[src/rtl/i2cebm_pkg.sv]
// package: types and constants for the i2c eeprom byte master
`default_nettype none

package i2cebm_pkg;

  // command codes carried in tuser
  localparam logic [1:0] CMD_TICK  = 2'd0;
  localparam logic [1:0] CMD_WRITE = 2'd1;
  localparam logic [1:0] CMD_READ  = 2'd2;

  // register map, byte address 4*index
  localparam int unsigned CFG_ADDR_W = 3;
  localparam logic REG_DEV_ADDR  = 1'b0;
  localparam logic REG_WAIT_TICK = 1'b1;

  localparam logic [6:0]  DEV_ADDR_RESET  = 7'd80;
  localparam logic [19:0] WAIT_TICK_RESET = 20'd20000;

  localparam int unsigned IN_DATA_W  = 24;
  localparam int unsigned OUT_DATA_W = 16;

  // bus sequence, one-hot
  typedef enum logic [14:0] {
    ST_IDLE   = 15'b000000000000001,
    ST_START  = 15'b000000000000010,
    ST_DEVW   = 15'b000000000000100,
    ST_ACKDW  = 15'b000000000001000,
    ST_ADDR   = 15'b000000000010000,
    ST_ACKA   = 15'b000000000100000,
    ST_DATA   = 15'b000000001000000,
    ST_ACKD   = 15'b000000010000000,
    ST_RSTART = 15'b000000100000000,
    ST_DEVR   = 15'b000001000000000,
    ST_ACKDR  = 15'b000010000000000,
    ST_READ   = 15'b000100000000000,
    ST_NACK   = 15'b001000000000000,
    ST_STOP   = 15'b010000000000000,
    ST_WAIT   = 15'b100000000000000
  } step_t;

  // one result item
  typedef struct packed {
    logic       rejected;
    logic       burst_done;
    logic       byte_done;
    logic       busy_res;
    logic [7:0] read_data;
    logic       sda_release;
    logic       scl;
  } result_t;

endpackage

`default_nettype wire

[src/rtl/i2c_eeprom_byte_master_top.sv]
// top level: tick-driven i2c master for byte write and random read of a serial eeprom
//
//  channel | direction | payload
//  in_     | request   | tdata: address[7:0], write_data[15:8], sda_in[16], zero[23:17];
//          |           | tuser: command[1:0]; tlast: final_byte
//  out_    | result    | tdata: scl[0], sda_release[1], read_data[9:2], busy_res[10],
//          |           | byte_done[11], burst_done[12], rejected[13], zero[15:14]
//  cfg_    | apb       | 0x0 device_address[6:0], 0x4 write_wait_ticks[19:0]
//
// one request per clock while out_ is not stalled; each request is one quarter-bit tick and yields one result
// the sequencer state updates at the accepting edge, the result sits in an output register
// a request is taken whenever the output register is empty or being drained
// a stall on out_ holds the whole block; no tick is lost or repeated
// rst_n is synchronous: sequencer idle, phase, counters and registers to reset values
`default_nettype none

module i2c_eeprom_byte_master_top (
  input  wire logic                                clk,
  input  wire logic                                rst_n,
  // input stream
  input  wire logic                                in_tvalid,
  output logic                                     in_tready,
  input  wire logic [i2cebm_pkg::IN_DATA_W-1:0]    in_tdata,  // address, write_data, sda_in
  input  wire logic [1:0]                          in_tuser,  // command
  input  wire logic                                in_tlast,  // final_byte
  // result stream
  output logic                                     out_tvalid,
  input  wire logic                                out_tready,
  output logic [i2cebm_pkg::OUT_DATA_W-1:0]        out_tdata, // scl, sda_release, read_data,
                                                              // busy_res, byte_done,
                                                              // burst_done, rejected
  // configuration
  input  wire logic                                cfg_psel,
  input  wire logic                                cfg_penable,
  input  wire logic                                cfg_pwrite,
  input  wire logic [i2cebm_pkg::CFG_ADDR_W-1:0]   cfg_paddr,
  input  wire logic [31:0]                         cfg_pwdata,
  output logic [31:0]                              cfg_prdata,
  output logic                                     cfg_pready
);

  // configuration registers
  logic [6:0]  dev_addr_r;
  logic [19:0] wait_ticks_r;

  // sequencer state
  i2cebm_pkg::step_t step_r, step_nxt;
  logic [1:0]  phase_r, phase_nxt;
  logic [3:0]  bits_r, bits_nxt;
  logic [7:0]  shift_r, shift_nxt;
  logic [7:0]  offset_r, offset_nxt;
  logic [7:0]  hold_addr_r, hold_addr_nxt;
  logic [7:0]  hold_data_r, hold_data_nxt;
  logic        is_read_r, is_read_nxt;
  logic        is_final_r, is_final_nxt;
  logic [19:0] wait_r, wait_nxt;
  logic [7:0]  last_read_r, last_read_nxt;

  // output stage
  logic                  out_valid_r;
  i2cebm_pkg::result_t   res_r, res_nxt;

  // request fields
  logic [1:0] cmd;
  logic [7:0] req_addr;
  logic [7:0] req_data;
  logic       req_sda;
  logic       request;
  logic       accept;

  logic       last_q;
  logic       bitclk;
  logic       scl_c, rel_c, bdone_c, bfinal_c, rej_c;
  logic       cfg_wr;

  assign cmd      = in_tuser;
  assign req_addr = in_tdata[7:0];
  assign req_data = in_tdata[15:8];
  assign req_sda  = in_tdata[16];
  assign request  = (cmd == i2cebm_pkg::CMD_WRITE) || (cmd == i2cebm_pkg::CMD_READ);

  // output register frees up when drained, so a tick can enter every cycle
  assign in_tready = !out_valid_r || out_tready;
  assign accept    = in_tvalid && in_tready;

  assign last_q = (phase_r == 2'd3);
  assign bitclk = (phase_r == 2'd1) || (phase_r == 2'd2);

  // ---------------------------------------------------------------------------
  // one tick of the bus sequencer
  // ---------------------------------------------------------------------------
  always_comb begin
    step_nxt      = step_r;
    phase_nxt     = phase_r;
    bits_nxt      = bits_r;
    shift_nxt     = shift_r;
    offset_nxt    = offset_r;
    hold_addr_nxt = hold_addr_r;
    hold_data_nxt = hold_data_r;
    is_read_nxt   = is_read_r;
    is_final_nxt  = is_final_r;
    wait_nxt      = wait_r;
    last_read_nxt = last_read_r;
    scl_c    = 1'b1;
    rel_c    = 1'b1;
    bdone_c  = 1'b0;
    bfinal_c = 1'b0;
    rej_c    = 1'b0;

    if (step_r == i2cebm_pkg::ST_IDLE) begin
      // idle levels still driven on the accepting tick
      if (request) begin
        hold_addr_nxt = req_addr + offset_r;
        hold_data_nxt = req_data;
        is_read_nxt   = (cmd == i2cebm_pkg::CMD_READ);
        is_final_nxt  = in_tlast;
        step_nxt      = i2cebm_pkg::ST_START;
        phase_nxt     = 2'd0;
      end
    end else begin
      rej_c = request;
      unique case (step_r)
        i2cebm_pkg::ST_START, i2cebm_pkg::ST_RSTART: begin
          // sda falls while scl is high
          scl_c = !last_q;
          rel_c = !phase_r[1];
          if (last_q) begin
            bits_nxt = 4'd8;
            if (step_r == i2cebm_pkg::ST_START) begin
              step_nxt  = i2cebm_pkg::ST_DEVW;
              shift_nxt = {dev_addr_r, 1'b0};
            end else begin
              step_nxt  = i2cebm_pkg::ST_DEVR;
              shift_nxt = {dev_addr_r, 1'b1};
            end
          end
        end
        i2cebm_pkg::ST_DEVW, i2cebm_pkg::ST_ADDR,
        i2cebm_pkg::ST_DATA, i2cebm_pkg::ST_DEVR: begin
          scl_c = bitclk;
          rel_c = shift_r[7];
          if (last_q) begin
            shift_nxt = {shift_r[6:0], 1'b0};
            bits_nxt  = bits_r - 4'd1;
            if (bits_nxt == 4'd0) begin
              // each send state is followed by its ack slot
              priority case (1'b1)
                step_r == i2cebm_pkg::ST_DEVW: step_nxt = i2cebm_pkg::ST_ACKDW;
                step_r == i2cebm_pkg::ST_ADDR: step_nxt = i2cebm_pkg::ST_ACKA;
                step_r == i2cebm_pkg::ST_DATA: step_nxt = i2cebm_pkg::ST_ACKD;
                default:                       step_nxt = i2cebm_pkg::ST_ACKDR;
              endcase
            end
          end
        end
        i2cebm_pkg::ST_ACKDW, i2cebm_pkg::ST_ACKA, i2cebm_pkg::ST_ACKD,
        i2cebm_pkg::ST_ACKDR, i2cebm_pkg::ST_NACK: begin
          // sda released; slave ack is clocked but not checked
          scl_c = bitclk;
          if (last_q) begin
            priority if (step_r == i2cebm_pkg::ST_ACKDW) begin
              step_nxt  = i2cebm_pkg::ST_ADDR;
              shift_nxt = hold_addr_r;
              bits_nxt  = 4'd8;
            end else if (step_r == i2cebm_pkg::ST_ACKA) begin
              if (is_read_r) begin
                step_nxt = i2cebm_pkg::ST_RSTART;
              end else begin
                step_nxt  = i2cebm_pkg::ST_DATA;
                shift_nxt = hold_data_r;
                bits_nxt  = 4'd8;
              end
            end else if (step_r == i2cebm_pkg::ST_ACKDR) begin
              step_nxt  = i2cebm_pkg::ST_READ;
              shift_nxt = 8'd0;
              bits_nxt  = 4'd8;
            end else begin
              step_nxt = i2cebm_pkg::ST_STOP;
            end
          end
        end
        i2cebm_pkg::ST_READ: begin
          scl_c = bitclk;
          // sample in the second high quarter, msb first
          if (phase_r == 2'd2) begin
            shift_nxt = {shift_r[6:0], req_sda};
          end
          if (last_q) begin
            bits_nxt = bits_r - 4'd1;
            if (bits_nxt == 4'd0) begin
              last_read_nxt = shift_r;
              step_nxt      = i2cebm_pkg::ST_NACK;
            end
          end
        end
        i2cebm_pkg::ST_STOP: begin
          // sda rises while scl is high
          scl_c = (phase_r != 2'd0);
          rel_c = phase_r[1];
          if (last_q) begin
            if (!is_read_r && (wait_ticks_r != 20'd0)) begin
              step_nxt = i2cebm_pkg::ST_WAIT;
              wait_nxt = wait_ticks_r;
            end else begin
              bdone_c    = 1'b1;
              bfinal_c   = is_final_r;
              offset_nxt = is_final_r ? 8'd0 : offset_r + 8'd1;
              step_nxt   = i2cebm_pkg::ST_IDLE;
            end
          end
        end
        i2cebm_pkg::ST_WAIT: begin
          // write cycle of the eeprom
          if (wait_r != 20'd0) begin
            wait_nxt = wait_r - 20'd1;
          end
          if (wait_nxt == 20'd0) begin
            bdone_c    = 1'b1;
            bfinal_c   = is_final_r;
            offset_nxt = is_final_r ? 8'd0 : offset_r + 8'd1;
            step_nxt   = i2cebm_pkg::ST_IDLE;
          end
        end
        default: begin
          step_nxt = i2cebm_pkg::ST_IDLE;
        end
      endcase
      if ((step_nxt != i2cebm_pkg::ST_IDLE) && (step_nxt != i2cebm_pkg::ST_WAIT)) begin
        phase_nxt = phase_r + 2'd1;
      end else begin
        phase_nxt = 2'd0;
      end
    end

    res_nxt.scl         = scl_c;
    res_nxt.sda_release = rel_c;
    res_nxt.read_data   = last_read_nxt;
    res_nxt.busy_res    = (step_nxt != i2cebm_pkg::ST_IDLE);
    res_nxt.byte_done   = bdone_c;
    res_nxt.burst_done  = bfinal_c;
    res_nxt.rejected    = rej_c;
  end

  // sequencer registers advance only on an accepted tick
  always_ff @(posedge clk) begin
    if (!rst_n) begin
      step_r      <= i2cebm_pkg::ST_IDLE;
      phase_r     <= 2'd0;
      bits_r      <= 4'd0;
      shift_r     <= 8'd0;
      offset_r    <= 8'd0;
      hold_addr_r <= 8'd0;
      hold_data_r <= 8'd0;
      is_read_r   <= 1'b0;
      is_final_r  <= 1'b0;
      wait_r      <= 20'd0;
      last_read_r <= 8'd0;
    end else if (accept) begin
      step_r      <= step_nxt;
      phase_r     <= phase_nxt;
      bits_r      <= bits_nxt;
      shift_r     <= shift_nxt;
      offset_r    <= offset_nxt;
      hold_addr_r <= hold_addr_nxt;
      hold_data_r <= hold_data_nxt;
      is_read_r   <= is_read_nxt;
      is_final_r  <= is_final_nxt;
      wait_r      <= wait_nxt;
      last_read_r <= last_read_nxt;
    end
  end

  // output register
  always_ff @(posedge clk) begin
    if (!rst_n) begin
      out_valid_r <= 1'b0;
    end else if (in_tready) begin
      out_valid_r <= in_tvalid;
    end
  end

  always_ff @(posedge clk) begin
    if (accept) begin
      res_r <= res_nxt;
    end
  end

  assign out_tvalid = out_valid_r;
  assign out_tdata  = {{(i2cebm_pkg::OUT_DATA_W - $bits(i2cebm_pkg::result_t)){1'b0}}, res_r};

  // ---------------------------------------------------------------------------
  // configuration port, register index from paddr[2]
  // ---------------------------------------------------------------------------
  assign cfg_pready = 1'b1;
  assign cfg_wr     = cfg_psel && cfg_penable && cfg_pwrite && cfg_pready;

  always_ff @(posedge clk) begin
    if (!rst_n) begin
      dev_addr_r   <= i2cebm_pkg::DEV_ADDR_RESET;
      wait_ticks_r <= i2cebm_pkg::WAIT_TICK_RESET;
    end else if (cfg_wr) begin
      if (cfg_paddr[2] == i2cebm_pkg::REG_DEV_ADDR) begin
        dev_addr_r <= cfg_pwdata[6:0];
      end else begin
        wait_ticks_r <= cfg_pwdata[19:0];
      end
    end
  end

  always_comb begin
    if (cfg_paddr[2] == i2cebm_pkg::REG_WAIT_TICK) begin
      cfg_prdata = {12'd0, wait_ticks_r};
    end else begin
      cfg_prdata = {25'd0, dev_addr_r};
    end
  end

endmodule

`default_nettype wire

[config.mk]
export PLATFORM = sky130hd
export DESIGN_NAME = i2c_eeprom_byte_master_top
export DESIGN_NICKNAME = d
export VERILOG_FILES = /design/src/rtl/i2cebm_pkg.sv /design/src/rtl/i2c_eeprom_byte_master_top.sv
export SDC_FILE = /design/constraint.sdc
export NUM_CORES = 1
export LEC_CHECK = 0
export ABC_AREA = 1
export BUFFER_PORTS_ARGS = -buffer_cell sky130_fd_sc_hd__buf_2
export CAP_MARGIN = 0
export CORE_AREA = 2 2 132 134
export DETAILED_ROUTE_END_ITERATION = 12
export DIE_AREA = 0 0 134 136
export HOLD_SLACK_MARGIN = 0.15
export PLACE_DENSITY = 0.65
export SLEW_MARGIN = 30
export SYNTH_ARGS = -nofsm -noshare
export SYNTH_HDL_FRONTEND = slang
export SYNTH_SLANG_ARGS = --single-unit
[constraint.sdc]
create_clock -name clk -period 2.7 [get_ports clk]
set_clock_uncertainty 0.2 [all_clocks]
set_input_delay 0.405 -clock clk [delete_from_list [all_inputs] [get_ports clk]]
set_output_delay 0.405 -clock clk [all_outputs]
set_load 0.05 [all_outputs]
==> qor.txt <==
First-pass GRT wire length: 33470 um
Fraction of registers with async set/reset: 0%
Finished Core Util: 54.60%
GRT Total Usage: 23.15%
Fin. Hold Viols: 0
Number of port buffers: 83
Nets@finish: 1326
Pin count of the biggest net entering global routing: 67
Slowest CP cell: dfxtp_1
Post-placement cell area: 0.008127 mm2
Die area: 0.01822 mm2
Mapped Area: 0.007451 mm2
Post-synthesis mux area share: 0%
Pleak: 4.380 nW
CTS tree: yes
Syn avg cell area: 6.731 um2
Gr busiest metal: met2
Crit path buf inv count: 1
Grt met1 use: 31.28%
P per Cell Area: 556.4 mW/mm2
Wire per inst: 14.37 um
EDFF count, synth: 14
Max Cap Violations: 0
Synth Area in Compound Gates: 17.88%
Tot Pwr: 5.127 mW
GR Layer Usage met2: 36.95%
Total gr overflow: 0
Mapped Cells: 1107
Number of DRC markers in iteration 0: 551
Critical path launch point type: flop
Post-Synth Simple-Gate Area: 30.55%
WP data required: 2.76 ns
Clock Sinks: 125
Width of the chip: 134 um
Min Tclk post-route: 2.617 ns
Total core area: 0.01688 mm2
Fmax: 382.1 MHz
Worst-Skew Late Latency: 0.42 ns
Synth warn: 0
Vias per cell: 5.181
Routed WL: 21250 um
XOR/XNOR share of the synthesized area: 1.998%
Grt met3 use: 4.213%
Unique masters post-synth: 50
Delay-heaviest family, CP: simple AND/OR/NAND/NOR gates
Detailed placer's ending HPWL: 14910 um
Slew HR: 47.42%
VDD IR-drop max: 0.3874 mV
Rows: 48
Ant diodes: 0
Root buffer cell: clkbuf_16
Clock transition at path regs: 0.06 ns
Htree depth: 4
Io pins: 120
Slew Limit Fails: 0
Status: finished clean
Longest Clk Path Bufs: 2
CP Max Fanout: 7
Slew @ Worst Pin: 0.7875 ns
Most common cell type on the critical path: nand2_1
Starting density of the core: 44.15%
Num CTS Buffers: 17
RSZ-0062 raised after global routing: true
Initial antenna violation count: 0
Post-route ant nets: 0
Worst stage delay on the critical path: 0.36 ns
Worst hold path type: in -> reg
Final setup violation count: 0
Yosys reg bits: 125
TNS Setup: 0 ns
Synth Area in Adders: 2.788%
Vias in the first global route: 6761
Layout cells sized above 1: 18.34%
Setup CP Type: reg -> reg
Primary FF master, synth: dfxtp_1
DR pass1 iterations: 5
Finished Cell Area: 0.009215 mm2
Sequence of cells on the critical path: nor2_2 > nand2_1 > nor2_4 > nand3_4 > nand2_1 > inv_1 > nor3_2 > nand3_1 > nor2_1 > nand3_1 > nand2_4 > nand2_2 > nand2_1 > a21oi_1
Critical Path Sink Type: flop
Post-synthesis sequential area ratio: 35.47%
Largest family of logic cells by synthesized area: simple AND/OR/NAND/NOR gates
Placer Congestion: 0.9486
WP data arrival: 2.67 ns
Die Ht: 136 um
DRC: 0
Area growth syn-to-layout: 23.68%
Tcrit/Tclk final: 96.93%
Vias: 7662
## layout make-up
cell class | instances | area, um2
Clock buffer | 19 | 432.9
Clock inverter | 13 | 165.2
Multi-Input combinational cell | 800 | 4121
Sequential cell | 125 | 2643
Tap cell | 225 | 281.5
Timing Repair Buffer | 153 | 1028
Inverter | 144 | 543.0
Fill cell | 1630 | 7661
## repair_timing
action | 4_1_cts | 5_1_grt
endpoints found under the hold margin | 36 | 0
hold buffers | 30 | 0
gates resized for setup | 0 | 26
setup endpoints to repair | 0 | 24
buffers inserted | 0 | 10
## worst reg2reg max path, delay by kind of cell, from the launching register on
family / cells / cell delay (ns)
compound gates: 1 / 0.06
buf+inv: 1 / 0.09
flops: 1 / 0.36
simple gates: 12 / 1.76
## synth_stat cells (3+ instances only)
library cell	instances	area share, %
buf_4	15	1.5
nand2_1	241	12
nand3b_1	7	0.71
dfxtp_1	111	30
a21oi_1	102	6.9
xnor2_1	8	0.94
a31oi_1	6	0.50
nor3_1	21	1.4
nor2_2	11	0.92
xor2_1	9	1.1
o21ai_1	7	0.47
nor3_2	4	0.54
clkbuf_1	24	1.2
o21ai_0	100	6.7
nor2_4	9	1.4
buf_2	8	0.54
nor4_1	6	0.50
inv_1	130	6.5
nand3_1	52	3.5
a211oi_1	7	0.71
nand2_2	9	0.76
nor2_1	121	6.1
buf_6	4	0.60
a21oi_2	3	0.35
inv_2	12	0.60
o211ai_1	8	0.81
ha_1	15	2.5
nand4_1	14	1.2
edfxtp_1	14	5.6
## sequential cells by signal, indices dropped and copies added, names as in the netlist, 2 cells and up
| register | count |
|---|---|
| bits_r | 4 |
| last_read_r | 8 |
| dev_addr_r | 7 |
| wait_ticks_r | 20 |
| hold_data_r | 8 |
| out_tdata | 14 |
| phase_r | 2 |
| step_r | 15 |
| wait_r | 20 |
| shift_r | 8 |
| hold_addr_r | 8 |
| offset_r | 8 |
## report_power, final
group / switching, mW / internal (mW) / total, mW
combinational: 0.533 / 0.244 / 0.776
sequential: 0.0498 / 1.95 / 2.00
clock: 0.894 / 1.46 / 2.35
## through the flow
stage,setup slack (ns),cells,hold WS (ns)
finish,0.08285,1479,0.1805
global route,-0.1377,1479,0.2380
CTS,0.01814,1467,0.1620
detailed placement,0.03621,1405,0.2942
global placement,0.06925,1405,0.2851
floorplan,0.09046,1120,0.2393
## cell usage in the layout (no fill, tap or decap), types with 13 or more instances in the layout
master / netlist / routed
nand3_1: 52 / 52
nand4_1: 14 / 14
nor2_1: 121 / 113
nor2_2: 11 / 17
ha_1: 15 / 14
clkbuf_16: 0 / 17
buf_4: 15 / 39
dlygate4sd3_1: 0 / 30
buf_2: 8 / 83
conb_1: 2 / 15
a21oi_1: 102 / 102
nand2_2: 9 / 13
nor3_1: 21 / 18
edfxtp_1: 14 / 14
dfxtp_1: 111 / 111
o21ai_0: 100 / 99
inv_1: 130 / 129
nand2_1: 241 / 235
## cells by family after synthesis
| group | count (synthesis) |
|---|---|
| simple gates | 504 |
| compound gates | 246 |
| buf+inv | 197 |
| xor+xnor | 17 |
| flops | 125 |
| fa+ha+maj | 16 |
| other cells | 2 |
## final timing paths
path	endpoint	from	slack, ns	cells after the start
setup / recovery	offset_r[2]$_SDFFE_PN0P_	wait_r[8]$_SDFFE_PN0P_	0.08	14
hold reg to reg	wait_ticks_r[6]$_SDFFE_PN0P_	wait_ticks_r[6]$_SDFFE_PN0P_	0.30	2
setup reg to reg	offset_r[2]$_SDFFE_PN0P_	wait_r[8]$_SDFFE_PN0P_	0.08	14
hold / removal	is_read_r$_SDFFE_PN0P_	in_tuser[1]	0.18	4
## layer usage
metal  vias up  part of all wire, %
met5         -                    0
met4         0                  1.8
met3        25                  5.6
met2       235                   47
met1      3536                   46
li1       3866                    -
Note: power is estimated with default switching activity, not from simulation.
